`src/hdl/kv_request_deframer_top_assert.svh`:
```
// Assertion macros for the request deframer.
`ifndef KV_REQUEST_DEFRAMER_TOP_ASSERT_SVH
`define KV_REQUEST_DEFRAMER_TOP_ASSERT_SVH
`ifndef NO_ASSERTIONS
// Same-cycle implication, checked out of reset.
`define KVD_ASSERT_SAME(label, ante, cons) \
  label: assert property (@(posedge clk) disable iff (!rst_n) (ante) |-> (cons)) \
    else $error("kvd assertion failed");
// Next-cycle implication, checked out of reset.
`define KVD_ASSERT_NEXT(label, ante, cons) \
  label: assert property (@(posedge clk) disable iff (!rst_n) (ante) |=> (cons)) \
    else $error("kvd assertion failed");
`else
`define KVD_ASSERT_SAME(label, ante, cons)
`define KVD_ASSERT_NEXT(label, ante, cons)
`endif
`endif

```
`src/hdl/kvd_pkg.sv`:
```
// Types and constants shared by the request deframer modules.
`timescale 1ns / 1ps
package kvd_pkg;

  // byte roles
  localparam logic [2:0] ROLE_OUTER   = 3'd0;
  localparam logic [2:0] ROLE_COUNT   = 3'd1;
  localparam logic [2:0] ROLE_ARGLEN  = 3'd2;
  localparam logic [2:0] ROLE_ARGDATA = 3'd3;
  localparam logic [2:0] ROLE_DISCARD = 3'd4;

  // verdicts
  localparam logic [2:0] VERD_NONE      = 3'd0;
  localparam logic [2:0] VERD_GET       = 3'd1;
  localparam logic [2:0] VERD_SET       = 3'd2;
  localparam logic [2:0] VERD_DEL       = 3'd3;
  localparam logic [2:0] VERD_UNKNOWN   = 3'd4;
  localparam logic [2:0] VERD_MALFORMED = 3'd5;
  localparam logic [2:0] VERD_TOO_LONG  = 3'd6;

  // parser phases
  localparam logic [1:0] PH_OUTER  = 2'd0;
  localparam logic [1:0] PH_COUNT  = 2'd1;
  localparam logic [1:0] PH_ARGLEN = 2'd2;
  localparam logic [1:0] PH_DATA   = 2'd3;

  // configuration register indexes
  localparam logic [1:0] REG_MAX_MESSAGE_LEN = 2'd0;
  localparam logic [1:0] REG_MAX_ARG_COUNT   = 2'd1;

  localparam logic [12:0] MAX_MESSAGE_LEN_RST = 13'd4096;
  localparam logic [10:0] MAX_ARG_COUNT_RST   = 11'd1024;

  // candidate command bits
  localparam int CMD_GET = 0;
  localparam int CMD_SET = 1;
  localparam int CMD_DEL = 2;

  typedef struct packed {
    logic [7:0] data_out;
    logic [2:0] byte_role;
    logic [9:0] arg_index;
    logic       arg_last_byte;
    logic       message_end;
    logic [2:0] verdict;
  } kvd_result_t;

  // Character k of command c ("get", "set", "del").
  function automatic logic [7:0] cmd_char(input logic [1:0] c, input logic [1:0] k);
    logic [7:0] ch;
    ch = 8'h00;
    case ({c, k})
      4'b00_00: ch = "g";
      4'b00_01: ch = "e";
      4'b00_10: ch = "t";
      4'b01_00: ch = "s";
      4'b01_01: ch = "e";
      4'b01_10: ch = "t";
      4'b10_00: ch = "d";
      4'b10_01: ch = "e";
      4'b10_10: ch = "l";
      default:  ch = 8'h00;
    endcase
    return ch;
  endfunction

endpackage

```
`src/hdl/kvd_parser.sv`:
```
// Per-byte framing state and tagging logic of the request deframer.
`timescale 1ns / 1ps
module kvd_parser
  import kvd_pkg::*;
#(
  parameter int MESSAGE_CAPACITY = 4096,
  parameter int ARG_CAPACITY     = 1024
) (
  input  logic        clk,
  input  logic        rst_n,
  input  logic        byte_en,
  input  logic [7:0]  byte_in,
  input  logic [12:0] max_message_len,
  input  logic [10:0] max_arg_count,
  output kvd_result_t result
);

  localparam int BL_W = $clog2(MESSAGE_CAPACITY + 1);
  localparam int AC_W = $clog2(ARG_CAPACITY + 1);

  logic [1:0]      phase_r, phase_nxt;
  logic [1:0]      cnt_r, cnt_nxt;
  logic [23:0]     acc_r, acc_nxt;
  logic [BL_W-1:0] len_r, len_nxt;
  logic [BL_W-1:0] pos_r, pos_nxt;
  logic [AC_W-1:0] args_r, args_nxt;
  logic [BL_W-1:0] abr_r, abr_nxt;
  logic [AC_W-1:0] cur_r, cur_nxt;
  logic [2:0]      cmd_r, cmd_nxt;
  logic            dead_r, dead_nxt;

  logic [31:0]     lim_msg, lim_args, val;
  logic            complete;
  logic [BL_W-1:0] pos_inc, rem, abr_dec;
  logic [1:0]      k;
  logic            go_fail, go_finish, go_argdone, go_need;
  logic [2:0]      fail_v;

  assign lim_msg  = (32'(max_message_len) < 32'(MESSAGE_CAPACITY)) ?
                    32'(max_message_len) : 32'(MESSAGE_CAPACITY);
  assign lim_args = (32'(max_arg_count) < 32'(ARG_CAPACITY)) ?
                    32'(max_arg_count) : 32'(ARG_CAPACITY);
  assign complete = (cnt_r == 2'd3);
  assign val      = {byte_in, acc_r};
  assign pos_inc  = pos_r + BL_W'(1);
  assign rem      = len_r - pos_inc;
  assign abr_dec  = (abr_r != '0) ? abr_r - BL_W'(1) : abr_r;
  assign k        = 2'd3 - abr_r[1:0];

  always_comb begin
    phase_nxt  = phase_r;
    cnt_nxt    = cnt_r;
    acc_nxt    = acc_r;
    len_nxt    = len_r;
    pos_nxt    = pos_r;
    args_nxt   = args_r;
    abr_nxt    = abr_r;
    cur_nxt    = cur_r;
    cmd_nxt    = cmd_r;
    dead_nxt   = dead_r;
    go_fail    = 1'b0;
    go_finish  = 1'b0;
    go_argdone = 1'b0;
    go_need    = 1'b0;
    fail_v     = VERD_MALFORMED;

    result.data_out      = byte_in;
    result.byte_role     = ROLE_DISCARD;
    result.arg_index     = '0;
    result.arg_last_byte = 1'b0;
    result.message_end   = 1'b0;
    result.verdict       = VERD_NONE;

    if (!dead_r) begin
      // shift the byte into the length field unless it closes the field
      if (phase_r != PH_DATA) begin
        cnt_nxt = cnt_r + 2'd1;
        case (cnt_r)
          2'd0:    acc_nxt = {acc_r[23:8], byte_in};
          2'd1:    acc_nxt = {acc_r[23:16], byte_in, acc_r[7:0]};
          2'd2:    acc_nxt = {byte_in, acc_r[15:0]};
          default: acc_nxt = '0;
        endcase
      end

      case (phase_r)
        PH_OUTER: begin
          result.byte_role = ROLE_OUTER;
          if (complete) begin
            if (val > lim_msg) begin
              go_fail = 1'b1;
              fail_v  = VERD_TOO_LONG;
            end else if (val < 32'd4) begin
              go_fail = 1'b1;
            end else begin
              len_nxt   = BL_W'(val);
              pos_nxt   = '0;
              phase_nxt = PH_COUNT;
            end
          end
        end
        PH_COUNT: begin
          result.byte_role = ROLE_COUNT;
          pos_nxt = pos_inc;
          if (complete) begin
            cur_nxt = '0;
            if (val > lim_args) begin
              go_fail = 1'b1;
            end else if (val == 32'd0) begin
              if (pos_inc == len_r) go_finish = 1'b1;
              else go_fail = 1'b1;
            end else begin
              args_nxt = AC_W'(val);
              go_need  = 1'b1;
            end
          end
        end
        PH_ARGLEN: begin
          result.byte_role = ROLE_ARGLEN;
          result.arg_index = 10'(cur_r);
          pos_nxt = pos_inc;
          if (complete) begin
            if (val > 32'(rem)) begin
              go_fail = 1'b1;
            end else begin
              if (cur_r == '0 && val != 32'd3) cmd_nxt = '0;
              if (val == 32'd0) begin
                go_argdone = 1'b1;
              end else begin
                abr_nxt   = BL_W'(val);
                phase_nxt = PH_DATA;
              end
            end
          end
        end
        default: begin
          result.byte_role = ROLE_ARGDATA;
          result.arg_index = 10'(cur_r);
          pos_nxt = pos_inc;
          // compare the command name while the first argument streams by
          if (cur_r == '0 && abr_r != '0 && abr_r <= BL_W'(3)) begin
            for (int c = 0; c < 3; c++) begin
              if (cmd_char(2'(c), k) != byte_in) cmd_nxt[c] = 1'b0;
            end
          end
          abr_nxt = abr_dec;
          if (abr_dec == '0) go_argdone = 1'b1;
        end
      endcase

      if (go_argdone) begin
        result.arg_last_byte = 1'b1;
        args_nxt = args_r - AC_W'(1);
        cur_nxt  = cur_r + AC_W'(1);
        if (args_nxt == '0) begin
          if (pos_inc == len_r) go_finish = 1'b1;
          else go_fail = 1'b1;
        end else begin
          go_need = 1'b1;
        end
      end

      if (go_need) begin
        if (rem < BL_W'(4)) go_fail = 1'b1;
        else phase_nxt = PH_ARGLEN;
      end

      if (go_finish) begin
        result.message_end = 1'b1;
        if (cur_nxt == AC_W'(2) && cmd_nxt[CMD_GET])      result.verdict = VERD_GET;
        else if (cur_nxt == AC_W'(3) && cmd_nxt[CMD_SET]) result.verdict = VERD_SET;
        else if (cur_nxt == AC_W'(2) && cmd_nxt[CMD_DEL]) result.verdict = VERD_DEL;
        else                                              result.verdict = VERD_UNKNOWN;
        // start the next message
        phase_nxt = PH_OUTER;
        cnt_nxt   = '0;
        acc_nxt   = '0;
        len_nxt   = '0;
        pos_nxt   = '0;
        args_nxt  = '0;
        abr_nxt   = '0;
        cur_nxt   = '0;
        cmd_nxt   = 3'b111;
      end

      if (go_fail) begin
        result.message_end = 1'b1;
        result.verdict     = fail_v;
        dead_nxt           = 1'b1;
      end
    end
  end

  always_ff @(posedge clk) begin
    if (!rst_n) begin
      phase_r <= PH_OUTER;
      cnt_r   <= '0;
      acc_r   <= '0;
      len_r   <= '0;
      pos_r   <= '0;
      args_r  <= '0;
      abr_r   <= '0;
      cur_r   <= '0;
      cmd_r   <= 3'b111;
      dead_r  <= 1'b0;
    end else if (byte_en) begin
      phase_r <= phase_nxt;
      cnt_r   <= cnt_nxt;
      acc_r   <= acc_nxt;
      len_r   <= len_nxt;
      pos_r   <= pos_nxt;
      args_r  <= args_nxt;
      abr_r   <= abr_nxt;
      cur_r   <= cur_nxt;
      cmd_r   <= cmd_nxt;
      dead_r  <= dead_nxt;
    end
  end

endmodule

```
`src/hdl/kv_request_deframer_top.sv`:
```
// Key-value request deframer: stream ports, configuration and output buffering.
//
// Request bytes enter on the in_ stream, one byte per transfer. Each byte
// leaves on the out_ stream tagged with its role (tuser), its argument index,
// an end-of-argument flag and, on the byte that closes or fails a message,
// tlast and a verdict (get, set, del, unknown, malformed, too long).
// A malformed or too-long message is fatal: every later byte is tagged as
// discarded until reset.
// An accepted byte is registered into the output register, or into the skid
// buffer while the receiver stalls, before it is offered on out_. One byte is
// taken per cycle while in_tready is high; the framing counters update once per byte.
// The output register is backed by a one-entry skid buffer, so in_tready is
// a registered signal; when the receiver stalls, one more byte is absorbed
// and then in_tready drops until the skid entry drains.
// cfg_ writes limits (index 0: max message length, index 1: max argument count);
// the user must write only while no transfer is in flight; this is not enforced.
// Reset (rst_n low, synchronous) clears both buffers, the framing state and
// the dead flag, and restores limits of 4096 bytes and 1024 arguments.
`timescale 1ns / 1ps
module kv_request_deframer_top
  import kvd_pkg::*;
#(
  parameter int MESSAGE_CAPACITY = 4096,
  parameter int ARG_CAPACITY     = 1024
) (
  input  logic        clk,
  input  logic        rst_n,
  input  logic        in_tvalid,
  output logic        in_tready,
  input  logic [7:0]  in_tdata,   // [7:0] byte_in
  output logic        out_tvalid,
  input  logic        out_tready,
  output logic [23:0] out_tdata,  // [7:0] data_out, [17:8] arg_index,
                                  // [18] arg_last_byte, [21:19] verdict, [23:22] zero
  output logic [2:0]  out_tuser,  // [2:0] byte_role
  output logic        out_tlast,  // message_end
  input  logic        cfg_we,
  input  logic [1:0]  cfg_addr,
  input  logic [12:0] cfg_wdata
);

`include "kv_request_deframer_top_assert.svh"

  logic [12:0] max_message_len_r;
  logic [10:0] max_arg_count_r;
  logic        in_xfer;
  kvd_result_t res;
  kvd_result_t out_r, out_nxt, skid_r;
  logic        out_valid_r, out_valid_nxt;
  logic        skid_valid_r, skid_valid_nxt;

  always_ff @(posedge clk) begin
    if (!rst_n) begin
      max_message_len_r <= MAX_MESSAGE_LEN_RST;
      max_arg_count_r   <= MAX_ARG_COUNT_RST;
    end else if (cfg_we) begin
      case (cfg_addr)
        REG_MAX_MESSAGE_LEN: max_message_len_r <= cfg_wdata;
        REG_MAX_ARG_COUNT:   max_arg_count_r   <= cfg_wdata[10:0];
        default: ;
      endcase
    end
  end

  assign in_tready = !skid_valid_r;
  assign in_xfer   = in_tvalid && in_tready;

  kvd_parser #(
    .MESSAGE_CAPACITY(MESSAGE_CAPACITY),
    .ARG_CAPACITY    (ARG_CAPACITY)
  ) u_parser (
    .clk            (clk),
    .rst_n          (rst_n),
    .byte_en        (in_xfer),
    .byte_in        (in_tdata),
    .max_message_len(max_message_len_r),
    .max_arg_count  (max_arg_count_r),
    .result         (res)
  );

  always_comb begin
    out_nxt        = out_r;
    out_valid_nxt  = out_valid_r;
    skid_valid_nxt = skid_valid_r;
    if (!out_valid_r || out_tready) begin
      // output slot frees up: refill from skid first, then from the parser
      if (skid_valid_r) begin
        out_nxt        = skid_r;
        out_valid_nxt  = 1'b1;
        skid_valid_nxt = 1'b0;
      end else begin
        out_nxt       = res;
        out_valid_nxt = in_xfer;
      end
    end else if (in_xfer) begin
      skid_valid_nxt = 1'b1;
    end
  end

  always_ff @(posedge clk) begin
    if (!rst_n) begin
      out_valid_r  <= 1'b0;
      skid_valid_r <= 1'b0;
    end else begin
      out_valid_r  <= out_valid_nxt;
      skid_valid_r <= skid_valid_nxt;
    end
  end

  always_ff @(posedge clk) begin
    out_r <= out_nxt;
    if (in_xfer && out_valid_r && !out_tready) skid_r <= res;
  end

  assign out_tvalid = out_valid_r;
  assign out_tdata  = {2'b00, out_r.verdict, out_r.arg_last_byte, out_r.arg_index,
                       out_r.data_out};
  assign out_tuser  = out_r.byte_role;
  assign out_tlast  = out_r.message_end;

  `KVD_ASSERT_SAME(a_skid_implies_out, skid_valid_r, out_valid_r)
  `KVD_ASSERT_NEXT(a_accept_lands, in_xfer, out_valid_r)
  `KVD_ASSERT_SAME(a_verdict_on_end, out_valid_r && !out_r.message_end,
                   out_r.verdict == VERD_NONE)
  `KVD_ASSERT_SAME(a_last_in_arg, out_valid_r && out_r.arg_last_byte,
                   out_r.byte_role == ROLE_ARGLEN || out_r.byte_role == ROLE_ARGDATA)

endmodule
```
`config.mk`:
```
export PLATFORM = sky130hd
export DESIGN_NAME = kv_request_deframer_top
export DESIGN_NICKNAME = d
export VERILOG_FILES = /design/src/hdl/kvd_pkg.sv /design/src/hdl/kvd_parser.sv /design/src/hdl/kv_request_deframer_top.sv
export VERILOG_INCLUDE_DIRS = /design/src /design/src/hdl
export SDC_FILE = /design/constraint.sdc
export NUM_CORES = 1
export LEC_CHECK = 0
export ABC_AREA = 0
export BUFFER_PORTS_ARGS = -buffer_cell sky130_fd_sc_hd__buf_2
export CORE_MARGIN = 2
export CORE_UTILIZATION = 57
export CTS_CLUSTER_SIZE = 28
export DETAILED_ROUTE_END_ITERATION = 8
export PLACE_DENSITY_LB_ADDON = 0.05
export SLEW_MARGIN = 20
export SYNTH_ARGS = -nofsm -noshare
export SYNTH_HDL_FRONTEND = slang
export SYNTH_SLANG_ARGS = --single-unit
```
`constraint.sdc`:
```
create_clock -name clk -period 7.5 [get_ports clk]
set_input_delay 1.5 -clock clk [delete_from_list [all_inputs] [get_ports clk]]
set_output_delay 1.5 -clock clk [all_outputs]
set_load 0.005 [all_outputs]
```
# Word level (Yosys, flattened, before mapping)
# Index checks and enable logic that the tools add are counted.
# totals
register_bits	171
latchBits	0
mem_bits_rw	0
mem_bits_ro	0
wordCells	236
mem_count	0
# op_classes
addsub	7
multipliers	0
div_mod_pow	0
order_cmp	8
n_eq_ne	30
n_shift	0
mux	120
n_bitwise	2
n_reduce_logical	41
# ops
op	n
2-to-1 mux 13 bit	16
2-to-1 mux 11 bit	12
2-to-1 mux 8 bit	9
case mux 24 bit (3 select lines)	1
greater-than comparator 32 bit	2
case mux 7 bit (3 select lines)	3
2-to-1 mux 24 bit	2
2-to-1 mux 1 bit	43
2-to-1 mux 3 bit	11
greater-than comparator 32 x 13 -> 1 bit	1
logical NOT 32 bit	1
< comparator 32 x 3 -> 1 bit, second input constant	1
inequality test 32 x 2 -> 1 bit, second input constant	1
2-to-1 mux 26 bit	1
case mux 13 bit (2 select lines)	1
2-to-1 mux 2 bit	12
inequality test 8 bit	3
equality test 11 x 2 -> 1 bit, second input constant	2
logical NOT 11 bit	2
AND reduction 5 bit	4
2-to-1 mux 18 bit	1
inequality test 3 bit, second input constant	6
AND reduction 6 bit	3
adder 13 x 1 -> 13 bit, second input constant	1
other kinds (36)	69

# Longest topological paths before layout
# logic_depth
word_depth	19
depth_mapped	27

# Modules after synthesis
# Synthesis repeated with hierarchy kept, for this count alone.
# hier_totals
cells_unflattened	1255
area_unflattened_um2	10884.2
# modules_own_cells
mod	n_inst	cells_per_inst	area_per_inst_um2	seq_area_each_um2
kvd_parser	1	1068	7968.9	1861.8
kv_request_deframer_top	1	187	2915.3	2082.0

# Least setup slack after synthesis
# No wires, ideal clock.
# synth_timing
path_kind	register to register
start	reg u_parser.pos_r[2]
end	reg out_r (netlist bit out_tdata[19]) (data pin)
setup_time_ns	0.260
arrival_ns	4.892
path_slack_ns	2.348
stages_incl_launch_ff	23
path_cell_list	dfxtp_1 > nand3_1 > nor2_1 > and3_1 > clkbuf_1 > xnor2_1 > ha_1 > clkbuf_1 > a21o_1 > nor3_1 > a21oi_1 > a2111oi_0 > a311o_1 > ha_1 > a31o_2 > a211oi_1 > o21ai_1 > a311oi_2 > nor2_2 > o211ai_2 > nand4b_1 > a21oi_1 > mux2_2
# synth_lines
element	line_no	source
start, declared	kvd_parser.sv:25	logic [BL_W-1:0] pos_r, pos_nxt;
start signal, assigned	kvd_parser.sv:211	pos_r <= pos_nxt;
end signal, assigned	kv_request_deframer_top.sv:111	out_r <= out_nxt;
end, declared	kv_request_deframer_top.sv:48	kvd_result_t out_r, out_nxt, skid_r;

==> results.ini <==
[final_layout]
fin_nets=1342
area_growth_pct=8.10
fin_area_sq_um=11900
final_util_pct=63.2
drive_gt1_share_pct=12.3
n_antenna_cell=0

[timing]
finalCriticalPeriod_ps=6110
slew_violations=0
finalSetupViolCount=0
finalHoldViolCount=0
slew_headroom_pct=36.0
timing.final.ws_setup_ps=1390
max_clock_freq_ghz=0.164
finClkSkew_ps=13.3
rsz0062_at_grt=false
setup_tns_ps=0
finalCritPeriodShare_pct=81.5
worstMarginPinSlew_ps=953

[synthesis]
yosysTopAreaCell=dfxtp_1
yosysSeqAreaShare_pct=36.0
yosysMostFrequentCell=nand2_1
synthFlopType=dfxtp_1
ys_top_cells_by_area=dfxtp_1 22%, edfxtp_1 14%, ha_1 7.6%, nand2_1 4.2%, nor2b_1 3.2%
syn_inst=1242
synth.area.mux_share_pct=3.45
yosys-top-cells-count=124 x nand2_1, 119 x dfxtp_1, 67 x ha_1
synth-compound-area-share_pct=21.8
synth_async_sr_flop_share_pct=0
synth-edff-count=52
synthAdderAreaFrac_pct=7.83
ys_seq_elements=171
yosys.area_share.simple_pct=23.5
ys_types=94
synth_xor_area_share_pct=3.11
synth_top_area_share_pct=21.7
syn-cell-area_sq_um=11000
ys_warn_count=0
synth_top_family_by_area=simple AND/OR/NAND/NOR gates
syn_avg_cell_area_sq_um=8.83

[floorplan]
core_sq_um=18800
die_h_um=143
dieArea_sq_um=20400
io_pins=58
rows=50
initial_utilization_pct=58.4
die_x_um=143

[clock_network]
root_buffer=clkbuf_16
clockBufferDepth=2
insertion_delay_ps=440
cts_hold_buf=0
postCtsSetupBuffers=0
cts_tree=done
clock_sinks=171
numCtsBuffers=17
htree_levels=4
post_cts_resized=0
clk_pin_slew_worst_paths_ps=70

[grt]
grt_max_degree=62
grt_pass1_wl_mm=46.5
antenna_found_initial=0
grt_busiest_layer=met2
first_global_vias=8711
grtUsageMet2_pct=47.8
gr-usage-met3_pct=4.12
grt_overflow=0
globalRouteMet1Util_pct=39.3
grt_util_all_layers_pct=29.0

[worst_setup_path]
start_kind=flop
cp.required_ps=7700
worstReg2RegStart=u_parser.pos_r[2]$_SDFFE_PN0P_
worstPathArrival_ps=6310
crit_fanout=10
cp-startpoint=u_parser.pos_r[2]$_SDFFE_PN0P_
path_class=reg2reg
end_kind=flop

[placed_design]
place_area_sq_um=11300
pre_cts_slack_ps=1600
io_buffers=55
place_congestion=0.946
hpwlAfterDp_mm=20.3

[drt]
drtIter0Drc=813
drc_errors=0
vias_per_cell=6.31
totalWireLength_mm=28.8
dr.pass1.iters=6
wl_per_cell_um=19.3
drtAntennaViolNets=0
vias=9416

[min_path]
min_path_type=reg2reg
hp-start=u_parser.acc_r[20]$_SDFFE_PN0P_

[power_and_ir_drop]
irDropWorstVdd_v=0.000164
leakage_nw=4.46
powerDensity_nw_per_um2=170
fin_total_pwr_w=0.00202

[run]
cap_violations=0

[outcome]
status=complete, no violations

[sequential cells by signal, summed over array words and instances (netlist names)]
register	count
u_parser.cmd_r	3
u_parser.phase_r	2
max_message_len_r	13
skid_valid_r	1
u_parser.pos_r	13
out_tuser	3
out_tvalid	1
u_parser.cur_r	11
skid_r	26
u_parser.dead_r	1
max_arg_count_r	11
u_parser.cnt_r	2
out_tlast	1
u_parser.abr_r	13
u_parser.acc_r	24
u_parser.len_r	13
out_tdata	22
u_parser.args_r	11
[cell usage in the layout, fill, tap and decap left out, types with 12 or more instances in the layout]
master     count
nand2_1      124
dfxtp_1      119
ha_1          67
o21ai_0       61
nor2b_1       56
nor2_1        56
buf_2         55
nand3_1       54
edfxtp_1      52
a21oi_1       43
inv_1         36
nor3_1        33
a21boi_0      30
nor4_1        29
xnor2_1       27
mux2_2        22
a22oi_1       22
nand2b_1      19
clkbuf_16     19
nand4_1       18
a22o_1        17
and2_1        16
or3_1         16
o21a_1        14
mux2i_1       13
xor2_1        12
and3_1        12
[worst max-delay path: stages (launching register included)]
cell and delay (ps):
dfxtp_1 420, nand3_1 200, nor2_1 260, and3_1 290
xnor2_1 180, ha_1 360, a21o_1 260, nor3_1 150
a21oi_1 150, a2111oi_0 410, a311o_1 280, ha_1 280
a31o_2 230, a211oi_1 220, o21ai_1 210, a311oi_2 660
nor2_2 270, o211ai_2 440, nand4b_1 180, a21oi_1 120
mux2_2 310
[per-stage QoR]
stage / hold slack (ps) / std cells
2_1_floorplan: 421 / 1243
3_3_place_gp: 448 / 1461
3_5_place_dp: 452 / 1461
4_1_cts: 463 / 1493
5_1_grt: 484 / 1493
6_report: 463 / 1493
[power by group]
part	internal, W	leakage, nW	switching, W
combinational	0.0000599	2.69	0.0000847
clock	0.000473	0.280	0.000406
sequential	0.000974	1.49	0.0000223
[final timing paths]
check	end	depth (start not counted)	slack (ps)
worst max-delay path	out_tdata[19]$_DFFE_PP_	20	1390
worst min-delay path	u_parser.acc_r[20]$_SDFFE_PN0P_	2	460
worst max register to register	out_tdata[19]$_DFFE_PP_	20	1390
worst min register to register	u_parser.acc_r[20]$_SDFFE_PN0P_	2	460
[cell type report]
type,instances,area [sq um]
Clock buffer,21,483
Multi-Input combinational cell,957,6570
Fill cell,1657,6910
Inverter,36,135
Sequential cell,171,3940
Clock inverter,11,93.8
Tap cell,234,293
Timing Repair Buffer,63,335
[logic make-up (layout without fill, tap and decap cells)]
family	after synthesis	count (layout)
multiplexers	35	35
adder cells (fa/ha/maj)	68	68
other	1	2
flip-flops	171	171
XOR/XNOR	39	39
AO/OA/AOI/OAI	331	331
AND/OR/NAND/NOR	482	482
buffers and inverters	115	131
[metal layers]
metal / wire [um] / vias to the layer above
met5: 0 / -
met4: 636 / 0
met3: 1530 / 44
met2: 13300 / 317
met1: 13400 / 4443
li1: - / 4612
(Power assumes the default switching activity.)
